--- config.mk ---
export PLATFORM = sky130hd
export DESIGN_NAME = json_string_unescape_utf8_top
export DESIGN_NICKNAME = d
export VERILOG_FILES = /design/src/rtl/jsu_pkg.sv /design/src/rtl/jsu_decode.sv /design/src/rtl/jsu_burst.sv /design/src/rtl/json_string_unescape_utf8_top.sv
export VERILOG_INCLUDE_DIRS = /design/src /design/src/rtl
export SDC_FILE = /design/constraint.sdc
export NUM_CORES = 1
export LEC_CHECK = 0
export BUFFER_PORTS_ARGS = -buffer_cell sky130_fd_sc_hd__buf_4
export CAP_MARGIN = 20
export CORE_MARGIN = 8
export CORE_UTILIZATION = 50
export CTS_CLUSTER_SIZE = 40
export DETAILED_ROUTE_END_ITERATION = 10
export GPL_ROUTABILITY_DRIVEN = 0
export PLACE_DENSITY_LB_ADDON = 0.15
export SKIP_CTS_REPAIR_TIMING = 1
export SLEW_MARGIN = 20
export SYNTH_ARGS = -nofsm -noshare
export SYNTH_HDL_FRONTEND = slang
export SYNTH_SLANG_ARGS = --single-unit
--- constraint.sdc ---
create_clock -name clk -period 7.05 [get_ports clk]
set_input_delay 1.41 -clock clk [delete_from_list [all_inputs] [get_ports clk]]
set_output_delay 1.41 -clock clk [all_outputs]
set_load 0.01 [all_outputs]
--- src/rtl/assert_macros.svh ---
// ----------------------------------------------------------------------------
// assertion macros
// shared concurrent assertion forms for the string unescape rtl
// ----------------------------------------------------------------------------
`ifndef ASSERT_MACROS_SVH
`define ASSERT_MACROS_SVH

// checked on every edge outside of reset
`define JSU_ASSERT(lbl, prop) \
    lbl: assert property (@(posedge clk) disable iff (!rst_n) prop) \
        else $error("jsu assertion failed");

// checked on every edge, reset included
`define JSU_ASSERT_ALWAYS(lbl, prop) \
    lbl: assert property (@(posedge clk) prop) \
        else $error("jsu assertion failed");

`endif

--- src/rtl/jsu_pkg.sv ---
// ----------------------------------------------------------------------------
// jsu_pkg
// shared types and constants for the json string unescape block
// ----------------------------------------------------------------------------
package jsu_pkg;

    localparam int LENGTH_BITS_DEF = 16;
    localparam int MAX_BURST       = 4;
    localparam int BURST_CNT_BITS  = 3;

    // result status codes
    localparam logic [2:0] ST_BYTE      = 3'd0;
    localparam logic [2:0] ST_DONE      = 3'd1;
    localparam logic [2:0] ST_NO_QUOTE  = 3'd2;
    localparam logic [2:0] ST_BAD_HEX   = 3'd3;
    localparam logic [2:0] ST_BAD_SURR  = 3'd4;
    localparam logic [2:0] ST_BAD_ESC   = 3'd5;
    localparam logic [2:0] ST_BAD_CHAR  = 3'd6;

    typedef enum logic [2:0] {
        MODE_NORMAL  = 3'd0,
        MODE_ESC     = 3'd1,
        MODE_HEX1    = 3'd2,
        MODE_WANT_BS = 3'd3,
        MODE_WANT_U  = 3'd4,
        MODE_HEX2    = 3'd5
    } mode_t;

    // one result as presented on the output side
    typedef struct packed {
        logic [7:0]  data;
        logic        valid;
        logic [2:0]  status;
        logic [15:0] length;
    } jsu_entry_t;

    // all results caused by one input byte
    typedef struct packed {
        logic [BURST_CNT_BITS-1:0]       count;
        jsu_entry_t [MAX_BURST-1:0]      entry;
    } jsu_burst_t;

endpackage

--- src/rtl/jsu_decode.sv ---
// ----------------------------------------------------------------------------
// jsu_decode
// escape state machine and utf-8 encoder, one input byte per accepted request
// ----------------------------------------------------------------------------
module jsu_decode #(
    parameter int LENGTH_BITS = jsu_pkg::LENGTH_BITS_DEF
) (
    input  logic               clk,
    input  logic               rst_n,
    input  logic               in_fire,
    input  logic [7:0]         in_byte,
    output jsu_pkg::jsu_burst_t burst
);
    import jsu_pkg::*;

    localparam logic [LENGTH_BITS-1:0] LEN_MAX  = {LENGTH_BITS{1'b1}};
    localparam int                     SUM_BITS = LENGTH_BITS + 3;

    localparam logic [15:0] HI_SURR_MIN = 16'hD800;
    localparam logic [15:0] HI_SURR_MAX = 16'hDBFF;
    localparam logic [15:0] LO_SURR_MIN = 16'hDC00;
    localparam logic [15:0] LO_SURR_MAX = 16'hDFFF;
    localparam logic [20:0] SUPP_BASE   = 21'h10000;

    mode_t                  mode_reg, mode_next;
    logic [1:0]             hex_count_reg, hex_count_next;
    logic [15:0]            hex_accum_reg, hex_accum_next;
    logic [9:0]             high_reg, high_next;
    logic [LENGTH_BITS-1:0] count_reg, count_next;

    logic [7:0]  eb [MAX_BURST];
    logic [2:0]  nb;
    logic        fin;
    logic [2:0]  fin_status;
    logic        do_enc;
    logic [20:0] cp;
    logic [4:0]  hex_d;
    logic [15:0] accum_new;
    logic        clear;

    function automatic logic [4:0] hex_value(input logic [7:0] c);
        logic [4:0] v;
        v = 5'd16;
        if (c >= "0" && c <= "9")      v = 5'(c - "0");
        else if (c >= "A" && c <= "F") v = 5'(c - "A" + 8'd10);
        else if (c >= "a" && c <= "f") v = 5'(c - "a" + 8'd10);
        return v;
    endfunction

    function automatic logic [15:0] len16(input logic [LENGTH_BITS-1:0] len);
        logic [LENGTH_BITS+15:0] wide;
        wide = {16'b0, len};
        return wide[15:0];
    endfunction

    function automatic logic [LENGTH_BITS-1:0] sat_add(
        input logic [LENGTH_BITS-1:0] base,
        input logic [2:0]             inc
    );
        logic [SUM_BITS-1:0] sum;
        sum = {3'b0, base} + {{(SUM_BITS-3){1'b0}}, inc};
        if (sum > {3'b0, LEN_MAX}) return LEN_MAX;
        return sum[LENGTH_BITS-1:0];
    endfunction

    always_ff @(posedge clk or negedge rst_n)
    begin
        if (!rst_n)
        begin
            mode_reg      <= MODE_NORMAL;
            hex_count_reg <= '0;
            hex_accum_reg <= '0;
            high_reg      <= '0;
            count_reg     <= '0;
        end
        else if (in_fire)
        begin
            mode_reg      <= mode_next;
            hex_count_reg <= hex_count_next;
            hex_accum_reg <= hex_accum_next;
            high_reg      <= high_next;
            count_reg     <= count_next;
        end
    end

    // escape handling: decides bytes, code point or ending status
    always_comb
    begin
        mode_next      = mode_reg;
        hex_count_next = hex_count_reg;
        hex_accum_next = hex_accum_reg;
        high_next      = high_reg;
        fin            = 1'b0;
        fin_status     = ST_DONE;
        do_enc         = 1'b0;
        cp             = '0;
        clear          = 1'b0;
        nb             = 3'd0;
        for (int i = 0; i < MAX_BURST; i++)
        begin
            eb[i] = 8'h00;
        end
        hex_d     = hex_value(in_byte);
        accum_new = {hex_accum_reg[11:0], hex_d[3:0]};

        case (mode_reg)
            MODE_NORMAL:
            begin
                if (in_byte == "\"")
                begin
                    fin = 1'b1; fin_status = ST_DONE;
                end
                else if (in_byte == 8'h00)
                begin
                    fin = 1'b1; fin_status = ST_NO_QUOTE;
                end
                else if (in_byte == "\\")
                begin
                    mode_next = MODE_ESC;
                end
                else if (in_byte < 8'h20)
                begin
                    fin = 1'b1; fin_status = ST_BAD_CHAR;
                end
                else
                begin
                    nb = 3'd1; eb[0] = in_byte;
                end
            end
            MODE_ESC:
            begin
                mode_next = MODE_NORMAL;
                nb        = 3'd1;
                case (in_byte)
                    "\"":    eb[0] = 8'h22;
                    "\\":    eb[0] = 8'h5C;
                    "/":     eb[0] = 8'h2F;
                    "b":     eb[0] = 8'h08;
                    "f":     eb[0] = 8'h0C;
                    "n":     eb[0] = 8'h0A;
                    "r":     eb[0] = 8'h0D;
                    "t":     eb[0] = 8'h09;
                    "u":
                    begin
                        nb             = 3'd0;
                        mode_next      = MODE_HEX1;
                        hex_count_next = '0;
                        hex_accum_next = '0;
                    end
                    default:
                    begin
                        nb = 3'd0; fin = 1'b1; fin_status = ST_BAD_ESC;
                    end
                endcase
            end
            MODE_HEX1, MODE_HEX2:
            begin
                if (hex_d[4])
                begin
                    fin = 1'b1; fin_status = ST_BAD_HEX;
                end
                else if (hex_count_reg != 2'd3)
                begin
                    hex_accum_next = accum_new;
                    hex_count_next = hex_count_reg + 2'd1;
                end
                else
                begin
                    hex_count_next = '0;
                    hex_accum_next = '0;
                    if (mode_reg == MODE_HEX1)
                    begin
                        if (accum_new >= HI_SURR_MIN && accum_new <= HI_SURR_MAX)
                        begin
                            high_next = accum_new[9:0];
                            mode_next = MODE_WANT_BS;
                        end
                        else
                        begin
                            mode_next = MODE_NORMAL;
                            do_enc    = 1'b1;
                            cp        = {5'b0, accum_new};
                        end
                    end
                    else if (accum_new >= LO_SURR_MIN && accum_new <= LO_SURR_MAX)
                    begin
                        high_next = '0;
                        mode_next = MODE_NORMAL;
                        do_enc    = 1'b1;
                        cp        = {1'b0, high_reg, accum_new[9:0]} + SUPP_BASE;
                    end
                    else
                    begin
                        fin = 1'b1; fin_status = ST_BAD_SURR;
                    end
                end
            end
            MODE_WANT_BS:
            begin
                if (in_byte == "\\") mode_next = MODE_WANT_U;
                else
                begin
                    fin = 1'b1; fin_status = ST_BAD_SURR;
                end
            end
            MODE_WANT_U:
            begin
                if (in_byte == "u")
                begin
                    mode_next      = MODE_HEX2;
                    hex_count_next = '0;
                    hex_accum_next = '0;
                end
                else
                begin
                    fin = 1'b1; fin_status = ST_BAD_SURR;
                end
            end
            default:
            begin
                clear = 1'b1;
            end
        endcase

        // utf-8 encoder
        if (do_enc)
        begin
            if (cp <= 21'h7F)
            begin
                nb = 3'd1; eb[0] = cp[7:0];
            end
            else if (cp <= 21'h7FF)
            begin
                nb    = 3'd2;
                eb[0] = {3'b110, cp[10:6]};
                eb[1] = {2'b10, cp[5:0]};
            end
            else if (cp <= 21'hFFFF)
            begin
                nb    = 3'd3;
                eb[0] = {4'b1110, cp[15:12]};
                eb[1] = {2'b10, cp[11:6]};
                eb[2] = {2'b10, cp[5:0]};
            end
            else
            begin
                nb    = 3'd4;
                eb[0] = {5'b11110, cp[20:18]};
                eb[1] = {2'b10, cp[17:12]};
                eb[2] = {2'b10, cp[11:6]};
                eb[3] = {2'b10, cp[5:0]};
            end
        end

        if (fin || clear)
        begin
            mode_next      = MODE_NORMAL;
            hex_count_next = '0;
            hex_accum_next = '0;
            high_next      = '0;
        end
    end

    // result assembly with running length
    always_comb
    begin
        burst = '0;
        if (fin)
        begin
            burst.count           = 3'd1;
            burst.entry[0].status = fin_status;
            burst.entry[0].length = len16(count_reg);
            count_next            = '0;
        end
        else if (clear)
        begin
            count_next = '0;
        end
        else
        begin
            burst.count = nb;
            for (int i = 0; i < MAX_BURST; i++)
            begin
                burst.entry[i].data   = eb[i];
                burst.entry[i].valid  = (3'(i) < nb);
                burst.entry[i].status = ST_BYTE;
                burst.entry[i].length = len16(sat_add(count_reg, 3'(i + 1)));
            end
            count_next = sat_add(count_reg, nb);
        end
    end

endmodule

--- src/rtl/jsu_burst.sv ---
// ----------------------------------------------------------------------------
// jsu_burst
// result register holding the results of one input, drained one per cycle while out_ready is high
// ----------------------------------------------------------------------------
`include "assert_macros.svh"

module jsu_burst (
    input  logic                clk,
    input  logic                rst_n,
    input  logic                load,
    input  jsu_pkg::jsu_burst_t burst,
    output logic                free,
    output logic                out_valid,
    input  logic                out_ready,
    output jsu_pkg::jsu_entry_t out_entry,
    output logic                out_last
);
    import jsu_pkg::*;

    jsu_entry_t [MAX_BURST-1:0] entry_reg;
    logic [BURST_CNT_BITS-1:0]  cnt_reg, cnt_next;
    logic [1:0]                 rd_ptr_reg, rd_ptr_next;
    logic                       out_fire;

    assign out_valid = (cnt_reg != '0);
    assign out_fire  = out_valid && out_ready;
    assign free      = (cnt_reg == '0) || (cnt_reg == 3'd1 && out_ready);
    assign out_entry = entry_reg[rd_ptr_reg];
    assign out_last  = (cnt_reg == 3'd1);

    always_comb
    begin
        cnt_next    = cnt_reg;
        rd_ptr_next = rd_ptr_reg;
        if (out_fire)
        begin
            cnt_next    = cnt_reg - 3'd1;
            rd_ptr_next = rd_ptr_reg + 2'd1;
        end
        if (load)
        begin
            cnt_next    = burst.count;
            rd_ptr_next = '0;
        end
    end

    always_ff @(posedge clk or negedge rst_n)
    begin
        if (!rst_n)
        begin
            cnt_reg    <= '0;
            rd_ptr_reg <= '0;
        end
        else
        begin
            cnt_reg    <= cnt_next;
            rd_ptr_reg <= rd_ptr_next;
        end
    end

    always_ff @(posedge clk)
    begin
        if (load)
        begin
            entry_reg <= burst.entry;
        end
    end

    `JSU_ASSERT_ALWAYS(a_cnt_range, !rst_n || cnt_reg <= 3'd4)
    `JSU_ASSERT(a_load_when_free, load |-> (cnt_reg == 3'd0 || (cnt_reg == 3'd1 && out_fire)))
    `JSU_ASSERT(a_ptr_step, (out_fire && cnt_reg > 3'd1 && !load) |=> rd_ptr_reg == $past(rd_ptr_reg) + 2'd1)
    `JSU_ASSERT(a_status_is_last, (out_valid && !out_entry.valid) |-> out_last)

endmodule

--- src/rtl/json_string_unescape_utf8_top.sv ---
// ----------------------------------------------------------------------------
// json_string_unescape_utf8_top
// latency: first result of an input byte shows on the cycle after its request
// throughput: one input byte per cycle while the output is ready; a byte
//   yielding more than one result (up to four for a surrogate pair) holds
//   the input while the result register drains one result per ready cycle
// reset: rst_n async active low, returns to the string body with zero length
// ----------------------------------------------------------------------------
module json_string_unescape_utf8_top #(
    parameter int LENGTH_BITS = jsu_pkg::LENGTH_BITS_DEF
) (
    input  logic        clk,
    input  logic        rst_n,
    // input stream of raw string body bytes
    input  logic        s_axis_tvalid,
    output logic        s_axis_tready,
    input  logic [7:0]  s_axis_tdata,   // [7:0] in_byte
    // output stream of decoded bytes and status
    output logic        m_axis_tvalid,
    input  logic        m_axis_tready,
    output logic [23:0] m_axis_tdata,   // [7:0] out_byte, [23:8] string_length
    output logic [3:0]  m_axis_tuser,   // [0] byte_valid, [3:1] status
    output logic        m_axis_tlast    // last result of this input byte
);
    import jsu_pkg::*;

    jsu_burst_t burst;
    jsu_entry_t out_entry;
    logic       in_fire;
    logic       free;

    // a request is taken whenever the result register is empty or drains now
    assign s_axis_tready = free;
    assign in_fire       = s_axis_tvalid && s_axis_tready;

    // decoder: escape state, hex accumulation, utf-8 encoding, length count
    jsu_decode #(
        .LENGTH_BITS (LENGTH_BITS)
    ) u_decode (
        .clk     (clk),
        .rst_n   (rst_n),
        .in_fire (in_fire),
        .in_byte (s_axis_tdata),
        .burst   (burst)
    );

    // result register: the whole burst lands here and leaves one per cycle while m_axis_tready is high
    jsu_burst u_burst (
        .clk       (clk),
        .rst_n     (rst_n),
        .load      (in_fire),
        .burst     (burst),
        .free      (free),
        .out_valid (m_axis_tvalid),
        .out_ready (m_axis_tready),
        .out_entry (out_entry),
        .out_last  (m_axis_tlast)
    );

    // output packing, lowest field first
    assign m_axis_tdata = {out_entry.length, out_entry.data};
    assign m_axis_tuser = {out_entry.status, out_entry.valid};

endmodule

==> impl_metrics.json <==
{
  "run_status": "completed",
  "clock_tree.htree_level_count": 4,
  "vdd_drop_max_uv": 187.5,
  "grt_max_degree": 52,
  "synth.ff_latch_count": 148,
  "floorplan.die.width_um": 153.0,
  "placement.io_buffers": 42,
  "timing.final.hold_violations": 0,
  "globalRouteOverflowTotal": 0,
  "worst_pin_slew_ns": 0.9810,
  "synth_enable_flop_cells": 100,
  "grt_antenna_before_repair": 1,
  "antennaDiodeCount": 0,
  "ctsLongestPathBuffers": 2,
  "timing.critical_path.fanout_max": 23,
  "grt_pass1_vias": 7285,
  "dp_cells": 1145,
  "initial_core_util_pct": 50.49,
  "yosys.cell_count.top_type": "edfxtp_1",
  "stdcell_count": 1176,
  "yosysWarnings": 0,
  "syn2layout_area_growth_pct": 10.26,
  "setup_total_negative_slack_ns": 0,
  "timing.final.crit_period_ns": 5.763,
  "drtPass1Iterations": 6,
  "mappedNetlistNets": 971,
  "crit_path_end_kind": "flip-flop",
  "unrepaired_setup_endpoints_after_global_routing": "no",
  "routed-via-count": 7844,
  "floorplan.die.height_um": 153.0,
  "synth_cell_types": 82,
  "grt_util_all_layers_pct": 22.95,
  "avgViaCountPerCell": 6.670,
  "synthesis.area_per_instance_um2": 10.02,
  "fin_nets": 965,
  "top_level_ports": 43,
  "clk_latency_ns": 0.43,
  "final_antenna_net_count": 0,
  "static-leakage-power_uw": 0.003761,
  "dieArea_mm2": 0.02340,
  "clkSlewWorstSetupHoldPaths_ns": 0.06,
  "numCtsBuffers": 17,
  "post-route-period-util_pct": 81.74,
  "synth.cell_area_mm2": 0.009381,
  "cellPowerDensity_mw_per_mm2": 338.2,
  "floorplan.rows": 50,
  "layout.area.seq_mm2": 0.004205,
  "post_route_cells_drive_above_1_share_pct": 15.29,
  "timing.hold.worst.class": "flip-flop to flip-flop",
  "cts_tree": "done",
  "synth_commonest_cells": "edfxtp_1 (100), a21oi_1 (92), nand2_1 (68), nor2_1 (68), clkbuf_1 (54)",
  "synth_top_flop_cell": "edfxtp_1",
  "worst_ep_arrival_time_ns": 6.11,
  "clock-skew-final_ns": 0.01240,
  "grt_pass1_wl_um": 42340,
  "first_iter_violations": 978,
  "max_slew_headroom_pct": 34.29,
  "setup_viol": 0,
  "worstPathRequired_ns": 7.40,
  "cell_chosen_for_the_clock_root": "clkbuf_16",
  "clkSinkCount": 148,
  "maxCapViolations": 0,
  "finalHoldWorstSlack_ns": 0.4894,
  "routed_wl_um": 26970,
  "post-route-drc-count": 0,
  "nFillCells": 1615,
  "multi_input_comb_area_mm2": 0.004733,
  "report.final.slew_viol_count": 0,
  "fmaxAchievable_mhz": 173.5,
  "yosysTopAreaCell": "edfxtp_1",
  "path_class": "primary input to flip-flop",
  "synthTopCellsByArea": "edfxtp_1 (32%), dfrtp_1 (13%), mux4_2 (5.8%)",
  "largest_reg_flops": 100,
  "wl_per_cell_um": 22.94,
  "synth_top_area_share_pct": 32.01,
  "hpwlAfterDp_um": 19130,
  "synthArstFlopShare_pct": 32.43,
  "synth_sequential_area_ratio_pct": 44.81,
  "synthesis.instances": 936,
  "timing.critical_path.from_type": "primary input",
  "floorplan.core_area_mm2": 0.01858
}
## worst paths after layout
check | slack (ns) | from | to | depth (start not counted)
min in group asynchronous | 0.99 | rst_n | u_decode.hex_accum_reg[1]$_DFFE_PN0P_ | 1
max in group asynchronous | 5.54 | rst_n | u_burst.rd_ptr_reg[0]$_DFFE_PN0P_ | 1
min | 0.49 | u_decode.hex_count_reg[0]$_DFFE_PN0P_ | u_decode.hex_count_reg[0]$_DFFE_PN0P_ | 1
max | 1.29 | s_axis_tdata[0] | u_decode.count_reg[8]$_DFFE_PN0P_ | 17
min reg2reg | 0.49 | u_decode.hex_count_reg[0]$_DFFE_PN0P_ | u_decode.hex_count_reg[0]$_DFFE_PN0P_ | 1
max reg2reg | 1.95 | u_decode.mode_reg[1]$_DFFE_PN0P_ | u_decode.count_reg[8]$_DFFE_PN0P_ | 14
## report_power, final
| group | switching (uW) | internal (uW) | total, uW |
|---|---|---|---|
| clock network | 375 | 523 | 898 |
| logic | 755 | 526 | 1280 |
| registers | 178 | 1140 | 1320 |
| total | 1310 | 2190 | 3500 |
## kinds of logic (layout without fill, tap and decap cells)
logic type                 Yosys count  count (layout)  share of synthesized area, %
AOI/OAI and AO/OA                  269             269                         19.17
xor gates and xnor gates            45              45                         4.201
adders and majority gates           23              23                         3.147
buffers and inverters              110             116                         4.801
DFF                                148             148                         44.81
muxes                               30              30                         6.415
and+or+nand+nor                    311             311                         17.46
## critical path, stage by stage
cell,delay [ns]
buf_4,0.14
inv_1,0.09
ha_1,0.23
nor3b_1,0.54
a2111oi_4,0.12
o2111ai_1,0.32
a31o_2,0.45
inv_1,0.42
nor2_1,0.37
fa_1,0.26
a21oi_1,0.13
or3b_2,0.54
nor2_1,0.29
nand2_1,0.33
a31oi_1,0.25
o21ai_0,0.09
o21ai_0,0.11
## cell type report
type / count / area share, %
clock buffer: 17 / 4.113
clock inverter: 14 / 1.500
inverter: 29 / 1.077
multi-input combinational: 678 / 45.76
sequential: 148 / 40.66
tap: 234 / 2.831
timing repair buffer: 56 / 4.064
## layer usage
| metal | vias up | part of all wire, % | GRT usage (%) |
|---|---|---|---|
| li1 | 3555 | - | - |
| met1 | 3770 | 46 | 33.96 |
| met2 | 461 | 41 | 31.40 |
| met3 | 56 | 10 | 6.513 |
| met4 | 2 | 2.1 | 7.634 |
| met5 | - | 0.048 | 0 |
## stage by stage
stage | util (%) | worst slack (ns) | area [um^2] | power (uW)
finish | 55.67 | 1.287 | 10340 | 3498
global route | 55.67 | 0.8296 | 10340 | 3667
CTS | 55.67 | 1.376 | 10340 | 3505
detailed placement | 52.55 | 0.9490 | 9763 | 2608
global placement | 52.52 | 1.108 | 9758 | 2600
floorplan | - | 1.415 | 9382 | 2142
## placed cells by master, fill, tap and decap left out, drive strengths merged, types with 24 or more instances in the layout
master	instances
dfrtp	48
o21ai	44
mux4	24
a21oi	92
edfxtp	100
nand2	68
buf	56
nand3	27
inv	32
nor2	69
nor3	35
xnor2	26
(Power assumes the default switching activity.)
